[src/design/firmware_script_i2c_loader_defines.svh]
// Assertion macros used by the loader top-level design file.
// Each macro expects signals named clk and arst_n in the calling scope.
`ifndef FIRMWARE_SCRIPT_I2C_LOADER_DEFINES_SVH
`define FIRMWARE_SCRIPT_I2C_LOADER_DEFINES_SVH

// Same-cycle implication, checked only outside reset.
`define FSIL_ASSERT_NOW(label, ante, cons) \
	label: assert property (@(posedge clk) disable iff (!arst_n) (ante) |-> (cons)) \
		else $error("loader assertion failed");

// Next-cycle implication, checked only outside reset.
`define FSIL_ASSERT_NEXT(label, ante, cons) \
	label: assert property (@(posedge clk) disable iff (!arst_n) (ante) |=> (cons)) \
		else $error("loader assertion failed");

`endif

[src/design/fsil_pkg.sv]
`timescale 1ns / 1ps
package fsil_pkg;

	// Message limit default, its hard cap and its minimum.
	localparam int MAX_MESSAGE_DEFAULT = 64;
	localparam int MSG_LIMIT_CAP       = 64;
	localparam int MSG_LIMIT_MIN       = 2;

	// Configuration register map.
	localparam int CFG_INDEX_W = 1;
	localparam int CFG_DATA_W  = 20;
	localparam logic [CFG_INDEX_W-1:0] REG_IMAGE_BYTES = 1'd0;
	localparam logic [CFG_INDEX_W-1:0] REG_MAX_MESSAGE = 1'd1;
	localparam logic [6:0] MAX_MESSAGE_RESET = 7'd64;

	// Special tokens.
	localparam logic [15:0] TOK_DONE   = 16'hffff;
	localparam logic [15:0] TOK_CRESET = 16'hff00;
	localparam logic [15:0] TOK_TRESET = 16'h0000;

	// Result kinds.
	typedef enum logic [2:0] {
		KIND_I2C    = 3'd0,
		KIND_TRESET = 3'd1,
		KIND_CRESET = 3'd2,
		KIND_SLEEP  = 3'd3,
		KIND_FLUSH  = 3'd4,
		KIND_DONE   = 3'd5,
		KIND_ERROR  = 3'd6
	} kind_t;

	// Error codes.
	localparam logic [1:0] ERR_TRUNCATED = 2'd0;
	localparam logic [1:0] ERR_BAD_RESET = 2'd1;
	localparam logic [1:0] ERR_OVERRUN   = 2'd2;

	// Token parser phase.
	typedef enum logic [1:0] {
		PH_LOW  = 2'd0,
		PH_HIGH = 2'd1,
		PH_REG  = 2'd2,
		PH_DATA = 2'd3
	} phase_t;

	// One result item.
	typedef struct packed {
		logic [2:0]  kind;
		logic [7:0]  bus_byte;
		logic        message_end;
		logic [14:0] sleep_ms;
		logic [1:0]  error_code;
		logic        last_of_run;
	} result_t;

	// Results caused by one input byte, handed from decoder to output queue.
	localparam int MAX_RESULTS = 4;
	typedef struct packed {
		logic [2:0]                  count;
		result_t [MAX_RESULTS-1:0]   res;
	} result_group_t;

	// Builds a result with last_of_run cleared.
	function automatic result_t mk_res(kind_t k, logic [7:0] bb, logic me,
			logic [14:0] sl, logic [1:0] ec);
		result_t r;
		r.kind        = k;
		r.bus_byte    = bb;
		r.message_end = me;
		r.sleep_ms    = sl;
		r.error_code  = ec;
		r.last_of_run = 1'b0;
		return r;
	endfunction

endpackage

[src/design/fsil_decode.sv]
`timescale 1ns / 1ps
module fsil_decode #(
	parameter int MAX_MESSAGE = fsil_pkg::MAX_MESSAGE_DEFAULT
) (
	input  logic                    clk,
	input  logic                    arst_n,
	input  logic                    step,
	input  logic [7:0]              b,
	input  logic [19:0]             image_bytes,
	input  logic [6:0]              max_message_bytes,
	output fsil_pkg::result_group_t grp
);

	localparam int LIM_MAX = (MAX_MESSAGE < fsil_pkg::MSG_LIMIT_CAP) ?
		MAX_MESSAGE : fsil_pkg::MSG_LIMIT_CAP;
	localparam int CHUNK_W = (LIM_MAX > 2) ? $clog2(LIM_MAX) : 1;

	fsil_pkg::phase_t phase_q, phase_d;
	logic [7:0]         token_low_q, token_low_d;
	logic [14:0]        block_rem_q, block_rem_d;
	logic [7:0]         reg_byte_q, reg_byte_d;
	logic [CHUNK_W-1:0] chunk_q, chunk_d;
	logic [19:0]        consumed_q, consumed_d;
	logic               halted_q, halted_d;

	logic [15:0]        tok;
	logic [19:0]        remain;
	logic               at_end;
	logic [14:0]        rem_dec;
	logic [CHUNK_W:0]   fill_inc;
	logic [6:0]         lim;
	logic               mend;
	logic [2:0]         n;

	// Effective message limit after clamping.
	always_comb begin
		lim = max_message_bytes;
		if (lim < 7'(fsil_pkg::MSG_LIMIT_MIN)) lim = 7'(fsil_pkg::MSG_LIMIT_MIN);
		if (lim > 7'(LIM_MAX)) lim = 7'(LIM_MAX);
	end

	// Next state and the results caused by the current byte.
	always_comb begin
		phase_d     = phase_q;
		token_low_d = token_low_q;
		block_rem_d = block_rem_q;
		reg_byte_d  = reg_byte_q;
		chunk_d     = chunk_q;
		consumed_d  = consumed_q;
		halted_d    = halted_q;
		grp         = '0;
		n           = 3'd0;
		tok         = {b, token_low_q};
		consumed_d  = consumed_q;
		remain      = image_bytes - consumed_q - 20'd1;
		at_end      = 1'b0;
		rem_dec     = block_rem_q - 15'd1;
		fill_inc    = {1'b0, chunk_q} + (CHUNK_W+1)'(1);
		mend        = (8'(fill_inc) >= 8'(lim - 7'd1)) || (rem_dec == 15'd0);
		if (!halted_q && (consumed_q < image_bytes)) begin
			consumed_d = consumed_q + 20'd1;
			at_end     = (consumed_d == image_bytes);
			case (phase_q)
				fsil_pkg::PH_HIGH: begin
					phase_d = fsil_pkg::PH_LOW;
					if (tok == fsil_pkg::TOK_DONE) begin
						grp.res[n[1:0]] = fsil_pkg::mk_res(fsil_pkg::KIND_DONE, 8'd0, 1'b0,
							15'd0, 2'd0);
						n = n + 3'd1;
						halted_d = 1'b1;
					end else if (tok == fsil_pkg::TOK_TRESET) begin
						grp.res[n[1:0]] = fsil_pkg::mk_res(fsil_pkg::KIND_TRESET, 8'd0, 1'b0,
							15'd0, 2'd0);
						n = n + 3'd1;
					end else if (tok == fsil_pkg::TOK_CRESET) begin
						grp.res[n[1:0]] = fsil_pkg::mk_res(fsil_pkg::KIND_CRESET, 8'd0, 1'b0,
							15'd0, 2'd0);
						n = n + 3'd1;
					end else if (tok > fsil_pkg::TOK_CRESET) begin
						grp.res[n[1:0]] = fsil_pkg::mk_res(fsil_pkg::KIND_ERROR, 8'd0, 1'b0,
							15'd0, fsil_pkg::ERR_BAD_RESET);
						n = n + 3'd1;
						halted_d = 1'b1;
					end else if (tok[15]) begin
						grp.res[n[1:0]] = fsil_pkg::mk_res(fsil_pkg::KIND_SLEEP, 8'd0, 1'b0,
							tok[14:0], 2'd0);
						n = n + 3'd1;
					end else if ({4'd0, tok} > remain) begin
						grp.res[n[1:0]] = fsil_pkg::mk_res(fsil_pkg::KIND_ERROR, 8'd0, 1'b0,
							15'd0, fsil_pkg::ERR_OVERRUN);
						n = n + 3'd1;
						halted_d = 1'b1;
					end else begin
						block_rem_d = tok[14:0];
						phase_d     = fsil_pkg::PH_REG;
					end
				end
				fsil_pkg::PH_REG: begin
					reg_byte_d  = b;
					block_rem_d = rem_dec;
					chunk_d     = '0;
					if (rem_dec == 15'd0) begin
						grp.res[n[1:0]] = fsil_pkg::mk_res(fsil_pkg::KIND_FLUSH, 8'd0, 1'b0,
							15'd0, 2'd0);
						n = n + 3'd1;
						phase_d = fsil_pkg::PH_LOW;
					end else begin
						phase_d = fsil_pkg::PH_DATA;
					end
				end
				fsil_pkg::PH_DATA: begin
					// A new message opens with the register byte.
					if (chunk_q == '0) begin
						grp.res[n[1:0]] = fsil_pkg::mk_res(fsil_pkg::KIND_I2C, reg_byte_q, 1'b0,
							15'd0, 2'd0);
						n = n + 3'd1;
					end
					grp.res[n[1:0]] = fsil_pkg::mk_res(fsil_pkg::KIND_I2C, b, mend,
						15'd0, 2'd0);
					n = n + 3'd1;
					block_rem_d = rem_dec;
					chunk_d     = mend ? '0 : fill_inc[CHUNK_W-1:0];
					if (rem_dec == 15'd0) begin
						grp.res[n[1:0]] = fsil_pkg::mk_res(fsil_pkg::KIND_FLUSH, 8'd0, 1'b0,
							15'd0, 2'd0);
						n = n + 3'd1;
						phase_d = fsil_pkg::PH_LOW;
					end
				end
				default: begin
					if (at_end) begin
						grp.res[n[1:0]] = fsil_pkg::mk_res(fsil_pkg::KIND_ERROR, 8'd0, 1'b0,
							15'd0, fsil_pkg::ERR_TRUNCATED);
						n = n + 3'd1;
						halted_d = 1'b1;
					end else begin
						token_low_d = b;
						phase_d     = fsil_pkg::PH_HIGH;
					end
				end
			endcase
			// The image ended cleanly on a token boundary.
			if (!halted_d && (phase_d == fsil_pkg::PH_LOW) && at_end) begin
				grp.res[n[1:0]] = fsil_pkg::mk_res(fsil_pkg::KIND_DONE, 8'd0, 1'b0,
					15'd0, 2'd0);
				n = n + 3'd1;
				halted_d = 1'b1;
			end
		end
		if (n != 3'd0) grp.res[2'(n - 3'd1)].last_of_run = 1'b1;
		grp.count = n;
	end

	// Parser state advances once per byte taken from the input stage.
	always_ff @(posedge clk or negedge arst_n) begin
		if (!arst_n) begin
			phase_q     <= fsil_pkg::PH_LOW;
			token_low_q <= '0;
			block_rem_q <= '0;
			reg_byte_q  <= '0;
			chunk_q     <= '0;
			consumed_q  <= '0;
			halted_q    <= 1'b0;
		end else if (step) begin
			phase_q     <= phase_d;
			token_low_q <= token_low_d;
			block_rem_q <= block_rem_d;
			reg_byte_q  <= reg_byte_d;
			chunk_q     <= chunk_d;
			consumed_q  <= consumed_d;
			halted_q    <= halted_d;
		end
	end

endmodule

[src/design/firmware_script_i2c_loader.sv]
`timescale 1ns / 1ps
// Each byte waits in the input stage until the queue has room; its results then
// enter the queue and raise out_valid. Throughput: one byte per cycle while out_ready
// is high and each byte makes at most one result, else set by the single output port.
// Input is held off while the eight-entry result queue has fewer than four free slots.
// Reset clears the parser, the queue and the input stage; image_bytes resets to 0
// and max_message_bytes to 64.
`include "firmware_script_i2c_loader_defines.svh"
module firmware_script_i2c_loader #(
	parameter int MAX_MESSAGE = fsil_pkg::MAX_MESSAGE_DEFAULT
) (
	input  logic                             clk,
	input  logic                             arst_n,
	input  logic                             in_valid,
	output logic                             in_ready,
	input  logic [7:0]                       image_byte,
	output logic                             out_valid,
	input  logic                             out_ready,
	output logic [2:0]                       kind,
	output logic [7:0]                       bus_byte,
	output logic                             message_end,
	output logic [14:0]                      sleep_ms,
	output logic [1:0]                       error_code,
	output logic                             last_of_run,
	input  logic                             cfg_valid,
	output logic                             cfg_ready,
	input  logic [fsil_pkg::CFG_INDEX_W-1:0] cfg_index,
	input  logic [fsil_pkg::CFG_DATA_W-1:0]  cfg_data
);

	localparam int DEPTH = 8;
	localparam int PTR_W = $clog2(DEPTH);

	logic [19:0]              image_bytes_q;
	logic [6:0]               max_msg_q;
	logic                     v_s1;
	logic [7:0]               byte_s1;
	logic                     advance;
	fsil_pkg::result_group_t  grp;
	fsil_pkg::result_t        fifo_q [DEPTH];
	logic [PTR_W-1:0]         wr_ptr_q, rd_ptr_q;
	logic [PTR_W:0]           count_q;
	logic                     pop;
	fsil_pkg::result_t        head;

	// Configuration writes are always taken.
	assign cfg_ready = 1'b1;
	always_ff @(posedge clk or negedge arst_n) begin
		if (!arst_n) begin
			image_bytes_q <= '0;
			max_msg_q     <= fsil_pkg::MAX_MESSAGE_RESET;
		end else if (cfg_valid) begin
			case (cfg_index)
				fsil_pkg::REG_IMAGE_BYTES: image_bytes_q <= cfg_data;
				fsil_pkg::REG_MAX_MESSAGE: max_msg_q     <= cfg_data[6:0];
				default: ;
			endcase
		end
	end

	// Input stage: the held byte is decoded once the queue has room for four results.
	assign advance  = v_s1 && (count_q <= (PTR_W+1)'(DEPTH - fsil_pkg::MAX_RESULTS));
	assign in_ready = !v_s1 || advance;
	always_ff @(posedge clk or negedge arst_n) begin
		if (!arst_n) begin
			v_s1 <= 1'b0;
		end else if (in_ready) begin
			v_s1 <= in_valid;
		end
	end
	always_ff @(posedge clk) begin
		if (in_ready && in_valid) begin
			byte_s1 <= image_byte;
		end
	end

	fsil_decode #(
		.MAX_MESSAGE(MAX_MESSAGE)
	) u_decode (
		.clk              (clk),
		.arst_n           (arst_n),
		.step             (advance),
		.b                (byte_s1),
		.image_bytes      (image_bytes_q),
		.max_message_bytes(max_msg_q),
		.grp              (grp)
	);

	// Result queue: up to four entries written per beat, one read per beat.
	assign pop = out_valid && out_ready;
	always_ff @(posedge clk) begin
		if (advance) begin
			for (int i = 0; i < fsil_pkg::MAX_RESULTS; i++) begin
				if (3'(i) < grp.count) begin
					fifo_q[wr_ptr_q + PTR_W'(i)] <= grp.res[i];
				end
			end
		end
	end
	always_ff @(posedge clk or negedge arst_n) begin
		if (!arst_n) begin
			wr_ptr_q <= '0;
			rd_ptr_q <= '0;
			count_q  <= '0;
		end else begin
			if (advance) wr_ptr_q <= wr_ptr_q + PTR_W'(grp.count);
			if (pop) rd_ptr_q <= rd_ptr_q + PTR_W'(1);
			count_q <= count_q + (advance ? (PTR_W+1)'(grp.count) : '0)
				- (pop ? (PTR_W+1)'(1) : '0);
		end
	end

	// Output beat comes from the queue head.
	assign head        = fifo_q[rd_ptr_q];
	assign out_valid   = (count_q != '0);
	assign kind        = head.kind;
	assign bus_byte    = head.bus_byte;
	assign message_end = head.message_end;
	assign sleep_ms    = head.sleep_ms;
	assign error_code  = head.error_code;
	assign last_of_run = head.last_of_run;

	// Queue never overfills, and decoded results always show up at the output.
	`FSIL_ASSERT_NOW(a_count_bound, 1'b1, count_q <= (PTR_W+1)'(DEPTH))
	`FSIL_ASSERT_NEXT(a_accept_loads_s1, in_valid && in_ready, v_s1)
	`FSIL_ASSERT_NEXT(a_results_visible, advance && (grp.count != 3'd0), out_valid)
	`FSIL_ASSERT_NOW(a_stall_only_when_held, !in_ready, v_s1 && !advance)

endmodule
[config.mk]
export PLATFORM = sky130hd
export DESIGN_NAME = firmware_script_i2c_loader
export DESIGN_NICKNAME = d
export VERILOG_FILES = /design/src/design/fsil_pkg.sv /design/src/design/fsil_decode.sv /design/src/design/firmware_script_i2c_loader.sv
export VERILOG_INCLUDE_DIRS = /design/src /design/src/design
export SDC_FILE = /design/constraint.sdc
export NUM_CORES = 1
export LEC_CHECK = 0
export ABC_AREA = 1
export BUFFER_PORTS_ARGS = -buffer_cell sky130_fd_sc_hd__buf_2
export CORE_MARGIN = 2
export CORE_UTILIZATION = 50
export CTS_BUF_LIST = sky130_fd_sc_hd__clkbuf_4 sky130_fd_sc_hd__clkbuf_8
export CTS_CLUSTER_DIAMETER = 40
export CTS_CLUSTER_SIZE = 30
export DETAILED_ROUTE_END_ITERATION = 8
export PLACE_DENSITY_LB_ADDON = 0.25
export SLEW_MARGIN = 10
export SYNTH_ARGS = -nofsm -noshare
export SYNTH_HDL_FRONTEND = slang
export SYNTH_SLANG_ARGS = --single-unit
[constraint.sdc]
create_clock -name clk -period 4.95 [get_ports clk]
set_input_delay 0.99 -clock clk [delete_from_list [all_inputs] [get_ports clk]]
set_output_delay 0.99 -clock clk [all_outputs]
set_load 0.005 [all_outputs]
* After elaboration in Yosys (flattened, before gate mapping)
Memories as Yosys holds them, arrays and structs flattened.
Index checks and enable logic that the tools add are counted.
** Word-level totals
- Memory bits (writable) :: 240
- Memories kept :: 1
- Output and inout port bits :: 33
- Register bits after elaboration :: 106
- Word-level logic and storage cells :: 195
- Input port bits :: 34
** Operators by class
- Muxes and demuxes :: 91
- Bitwise gates (word level) :: 9
- Equality and inequality tests :: 12
- Add/subtract/negate cells :: 17
- Magnitude comparators :: 19
- Reductions and logical operators :: 32
** Memories
- fifo_q :: depth 8, bits a word 30, read ports 1, clocked after memory_dff 0, wr ports 4, RTL line firmware_script_i2c_loader.sv:40 : fsil_pkg::result_t fifo_q [DEPTH];
** Operators by type and width (count)
- $mux W120 :: 4
- $mux W30 :: 14
- $bwmux W120 :: 2
- $demux W30 S2 :: 4
- $mux W90 :: 2
- $and A116 B116 Y116 :: 1
- $not A116 Y116 :: 1
- $and A112 B112 Y112 :: 1
- $not A112 Y112 :: 1
- $mux W15 :: 6
- $pmux W30 S3 :: 1
- $mux W3 :: 12
- $eq A16 B16 Y1 const B :: 2
- $pmux W15 S2 :: 1
- $mux W1 :: 27
- $mux W27 :: 1
- $add A20 B1 Y20 const B :: 1
- $eq A20 B20 Y1 :: 1
- $gt A16 B20 Y1 :: 1
- $lt A20 B20 Y1 :: 1
- $mux W2 :: 10
- $sub A20 B1 Y20 const B :: 1
- $sub A20 B20 Y20 :: 1
- $gt A16 B16 Y1 const B :: 1
- 45 further kinds :: 83

* Depth between registers and ports, before layout
- Depth in word-level cells :: 23
- Gate-level depth with buffers :: 37
- Mapped depth without buffers :: 37

* Hierarchy
From an unflattened synthesis, not the netlist that was laid out.
** Second synthesis, totals
- Cell total of the unflattened synthesis :: 4208
- Area total of the unflattened synthesis :: 27971.8 µm²
** Modules (own cells, without submodules)
- firmware_script_i2c_loader :: times used 1, cells an instance 3066, area each 20566.0 µm², sequential area each 8399.3 µm²
- fsil_decode :: times used 1, cells an instance 1142, area each 7405.9 µm², sequential area each 1501.4 µm²

* Least setup slack after synthesis
Ideal clock, no wire load.
- Kind :: reg2reg
- Start point :: register u_decode.consumed_q[0]
- End point :: memory fifo_q[5][0] in the netlist's numbering (enable)
- Data arrival time :: 4762 ps
- Cell stages (with the launch flop) :: 33
- Clock period less this slack :: 5369 ps
- Path buffers :: 1
- Setup slack :: -419 ps
- Required time :: 4343 ps
- Library setup time :: 607 ps
- Path through :: dfrtp_1 inv_1 ha_1 inv_1 fa_1 inv_1 nand2_1 nand3_1 nand3_1 nand2_1 xnor2_1 ha_1 nand2_1 inv_1 nand2_1 nor2_1 nand2_1 nand3_1 nand2_1 nand2_1 nand3_1 nor2_1 nand4_1 nand2_1 nor2_1 nor2_2 ha_1 nand3_1 nand4_2 nand2_4 nand2_1 buf_2 nand4_1
** RTL lines
- start, declared :: RTL line fsil_decode.sv:23 : logic [19:0] consumed_q, consumed_d;
- start signal, assigned :: RTL line fsil_decode.sv:170 : consumed_q <= consumed_d;
- end, declared :: RTL line firmware_script_i2c_loader.sv:40

==> impl_metrics.yaml <==
sta:
  rsz0062_at_grt: "true"
  clock_skew_ps: 60.1
  relSlewSlack: 0.312
  maxSlewViolCount: 0
  setup-violations-final: 0
  tightest_slew_ps: 1020
  max_freq_ghz: 0.209
  finalCritPeriodShare: 0.966
  fin_crit_ps: 4780
  whs_ps: 385
  hold_violations: 0
place:
  place_hpwl_um: 47600
  numPortBuffers: 65
  place_congestion: 0.985
  place_area_um2: 22700
clock_network:
  numCtsBuffers: 55
  clk_path_buf_depth: 3
  cts_hold_buf: 0
  numClockSinks: 346
  clock_latency_ps: 720
  h-tree-depth: 2
  cts_root_buffer: "clkbuf_8"
  clk_pin_slew_ps: 90
  cts_tree: "built"
final_layout:
  stdcell_area_um2: 25100
  diodes: 0
  post-route-util: 0.600
  drive_gt1_frac: 0.175
  nNetsFinal: 2877
  area_growth_pct: 18.8
setup_path:
  cp-end-kind: "flip-flop"
  cp_slowest_cell: "dfrtp_2"
  crit_arrival_ps: 5190
  cp_common_cell: "nand2_1"
  crit_path_start_kind: "flip-flop"
  crit_fanout: 7
  max_stage_delay_ps: 450
  critical_path_class: "flip-flop to flip-flop"
  crit_required_ps: 5360
yosys:
  seq_area_frac_synth: 0.469
  ys.flop_type: "edfxtp_1"
  synth_seq_cells: 346
  netlist_instances: 2584
  synthDistinctLibCells: 55
  syn_area_um2: 21100
  postSynthAreaPerCell_um2: 8.17
  synth_edf_count: 248
  synth_fp_nets: 2706
  ys_async_sr_fraction: 0.283
  yosys_warnings: 0
global_routing:
  grt_usage: 0.297
  grt_pass1_wl_um: 101000
  grt_pass1_vias: 18200
  antenna_found_initial: 0
  overflow: 0
  grt_max_degree: 63
pwr:
  powerDensity_nw_per_um2: 512
  p_seq_frac: 0.315
  comb_power_share: 0.452
  p_leak_uw: 0.0106
  clock_power_share: 0.233
  power_switching_uw: 5680
  irDropWorstVdd_mv: 0.414
  p_int_uw: 7140
  swShare: 0.443
floorplan:
  initial_core_util: 0.505
  std_cell_rows: 75
  dieArea_um2: 43900
  ios: 67
  coreArea_um2: 41800
  die_width_um: 209
  die_h_um: 209
route:
  dr.pass1.iters: 6
  avgViaCountPerCell: 5.81
  drtIter0Drc: 2091
  drc: 0
  drtAntennaViolNets: 0
  wl_per_cell_um: 20.1
  vias: 19400
  wirelength_um: 67100
run:
  maxCapViolations: 0
outcome:
  status: "complete, no violations"
worst_hold_path:
  hold_class: "input pin to asynchronous set/reset pin"
kinds of logic after synthesis:
family | count (synthesis) | share of synthesized area
other | 1 | 0.000178
buffers and inverters | 308 | 0.0607
flip-flops | 346 | 0.469
AO/OA/AOI/OAI | 470 | 0.122
adder cells (fa/ha/maj) | 88 | 0.0532
XOR/XNOR | 53 | 0.0220
AND/OR/NAND/NOR | 1318 | 0.273
cells in the final DEF (no fill, tap or decap), types with 9 or more instances in the layout:
master    Yosys  final
o22ai_1      34     34
a21oi_1     131    128
ha_1         85     73
nor2_4        5     15
nor2_2        6     12
buf_2        13     64
ha_4          0     11
buf_12        0     14
nand3_1     204    196
buf_4         5    119
xor2_1       46     46
o21ai_0     215    214
edfxtp_1    248    248
nand2_1     482    465
inv_2         8     24
inv_1       188    172
dfrtp_1      97     90
nand3_4       5      9
nand2_4      13     16
nor4_1       21     21
inv_6         0     17
o211ai_1     23     23
nand2_2      16     26
o21ai_1      13     14
nand4_1      32     32
nand3_2       7     11
a31oi_1      33     32
buf_6         9     11
nor3_1       16     15
clkbuf_8      0     57
nor2_1      484    468
state kept, by name, indices dropped and copies added (netlist names), 4 cells and up:
signal                flops
u_decode.chunk_q          6
u_decode.consumed_q      20
u_decode.block_rem_q     15
u_decode.reg_byte_q       8
max_msg_q                 7
image_bytes_q            20
u_decode.token_low_q      8
count_q                   4
fifo_q                  240
byte_s1                   8
synthesized netlist by cell type, types with 9 or more instances:
cell type | n | share of area
a31oi_1 | 33 | 0.0098
nand2_2 | 16 | 0.0047
nand4_1 | 32 | 0.0095
buf_2 | 13 | 0.0031
a21oi_1 | 131 | 0.031
nand2_4 | 13 | 0.0069
o21ai_1 | 13 | 0.0031
o22ai_1 | 34 | 0.010
edfxtp_1 | 248 | 0.35
nand3_1 | 204 | 0.048
inv_1 | 188 | 0.033
o211ai_1 | 23 | 0.0082
nand2_1 | 482 | 0.086
o21ai_0 | 215 | 0.051
ha_1 | 85 | 0.050
nor2_1 | 484 | 0.086
dfrtp_1 | 97 | 0.12
clkbuf_1 | 72 | 0.013
buf_6 | 9 | 0.0048
nor4_1 | 21 | 0.0062
xor2_1 | 46 | 0.019
nor3_1 | 16 | 0.0038
routing by layer:
layer  vias to the layer above  wire, um  GRT usage
met4                         0      1900     0.0948
li1                       9127         -          -
met1                      9245     27400      0.397
met3                       147      5450     0.0449
met2                       900     32400      0.499
met5                         -         0          0
layout make-up:
class / instances / area, um2
Inverter: 202 / 763
Fill cell: 3641 / 16700
Multi-Input combinational cell: 1933 / 10500
Timing Repair Buffer: 217 / 1830
Sequential cell: 346 / 9910
Clock inverter: 45 / 543
Clock buffer: 58 / 792
Tap cell: 539 / 674
repair_timing:
item                                    in CTS  in global routing
pin swaps                                    0                 29
resized for setup                            6                122
setup buffers                                0                 25
endpoints found under the setup margin      65                469
gates cloned                                 0                 13
endpoints found under the hold margin        0                  0
critical path: cells and delay by family, from the launching register on:
family / cells / cell delay [ps]
simple gates: 21 / 1900
compound gates: 4 / 620
buf+inv: 5 / 570
fa+ha+maj: 3 / 820
xor+xnor: 1 / 100
flops: 1 / 450
path summary, 6_finish.rpt:
kind,startpoint,endpoint,slack [ps],depth (start not counted)
max,u_decode.consumed_q[4],fifo_q[0][19],170,34
min,arst_n,rd_ptr_q[2],390,1
max reg2reg,u_decode.consumed_q[4],fifo_q[0][19],170,34
min reg2reg,u_decode.reg_byte_q[2],u_decode.reg_byte_q[2],490,2
max in group asynchronous,arst_n,u_decode.consumed_q[10],3490,2
min in group clk,image_byte[3],byte_s1[3],480,1
metrics by stage:
stage	std cells	setup WS (ps)	power [uW]	TNS, ps
after floorplan	2584	0.934	7490	0
after global placement	3199	-127	9370	-4500
after detailed placement	3199	-24.8	9470	-1020
after CTS	3302	16.9	12500	0
after global routing	3340	-104	13600	-6840
final	3340	169	12800	0
power groups by stage:
stage	Clock, uW	Combinational [uW]	Sequential, uW
after floorplan	0	3610	3870
after global placement	0	5300	4070
after detailed placement	0	5400	4070
after CTS	3040	5430	4020
after global routing	3150	6400	4070
final	2990	5790	4030
No activity file was read; power rests on OpenSTA's default activity.
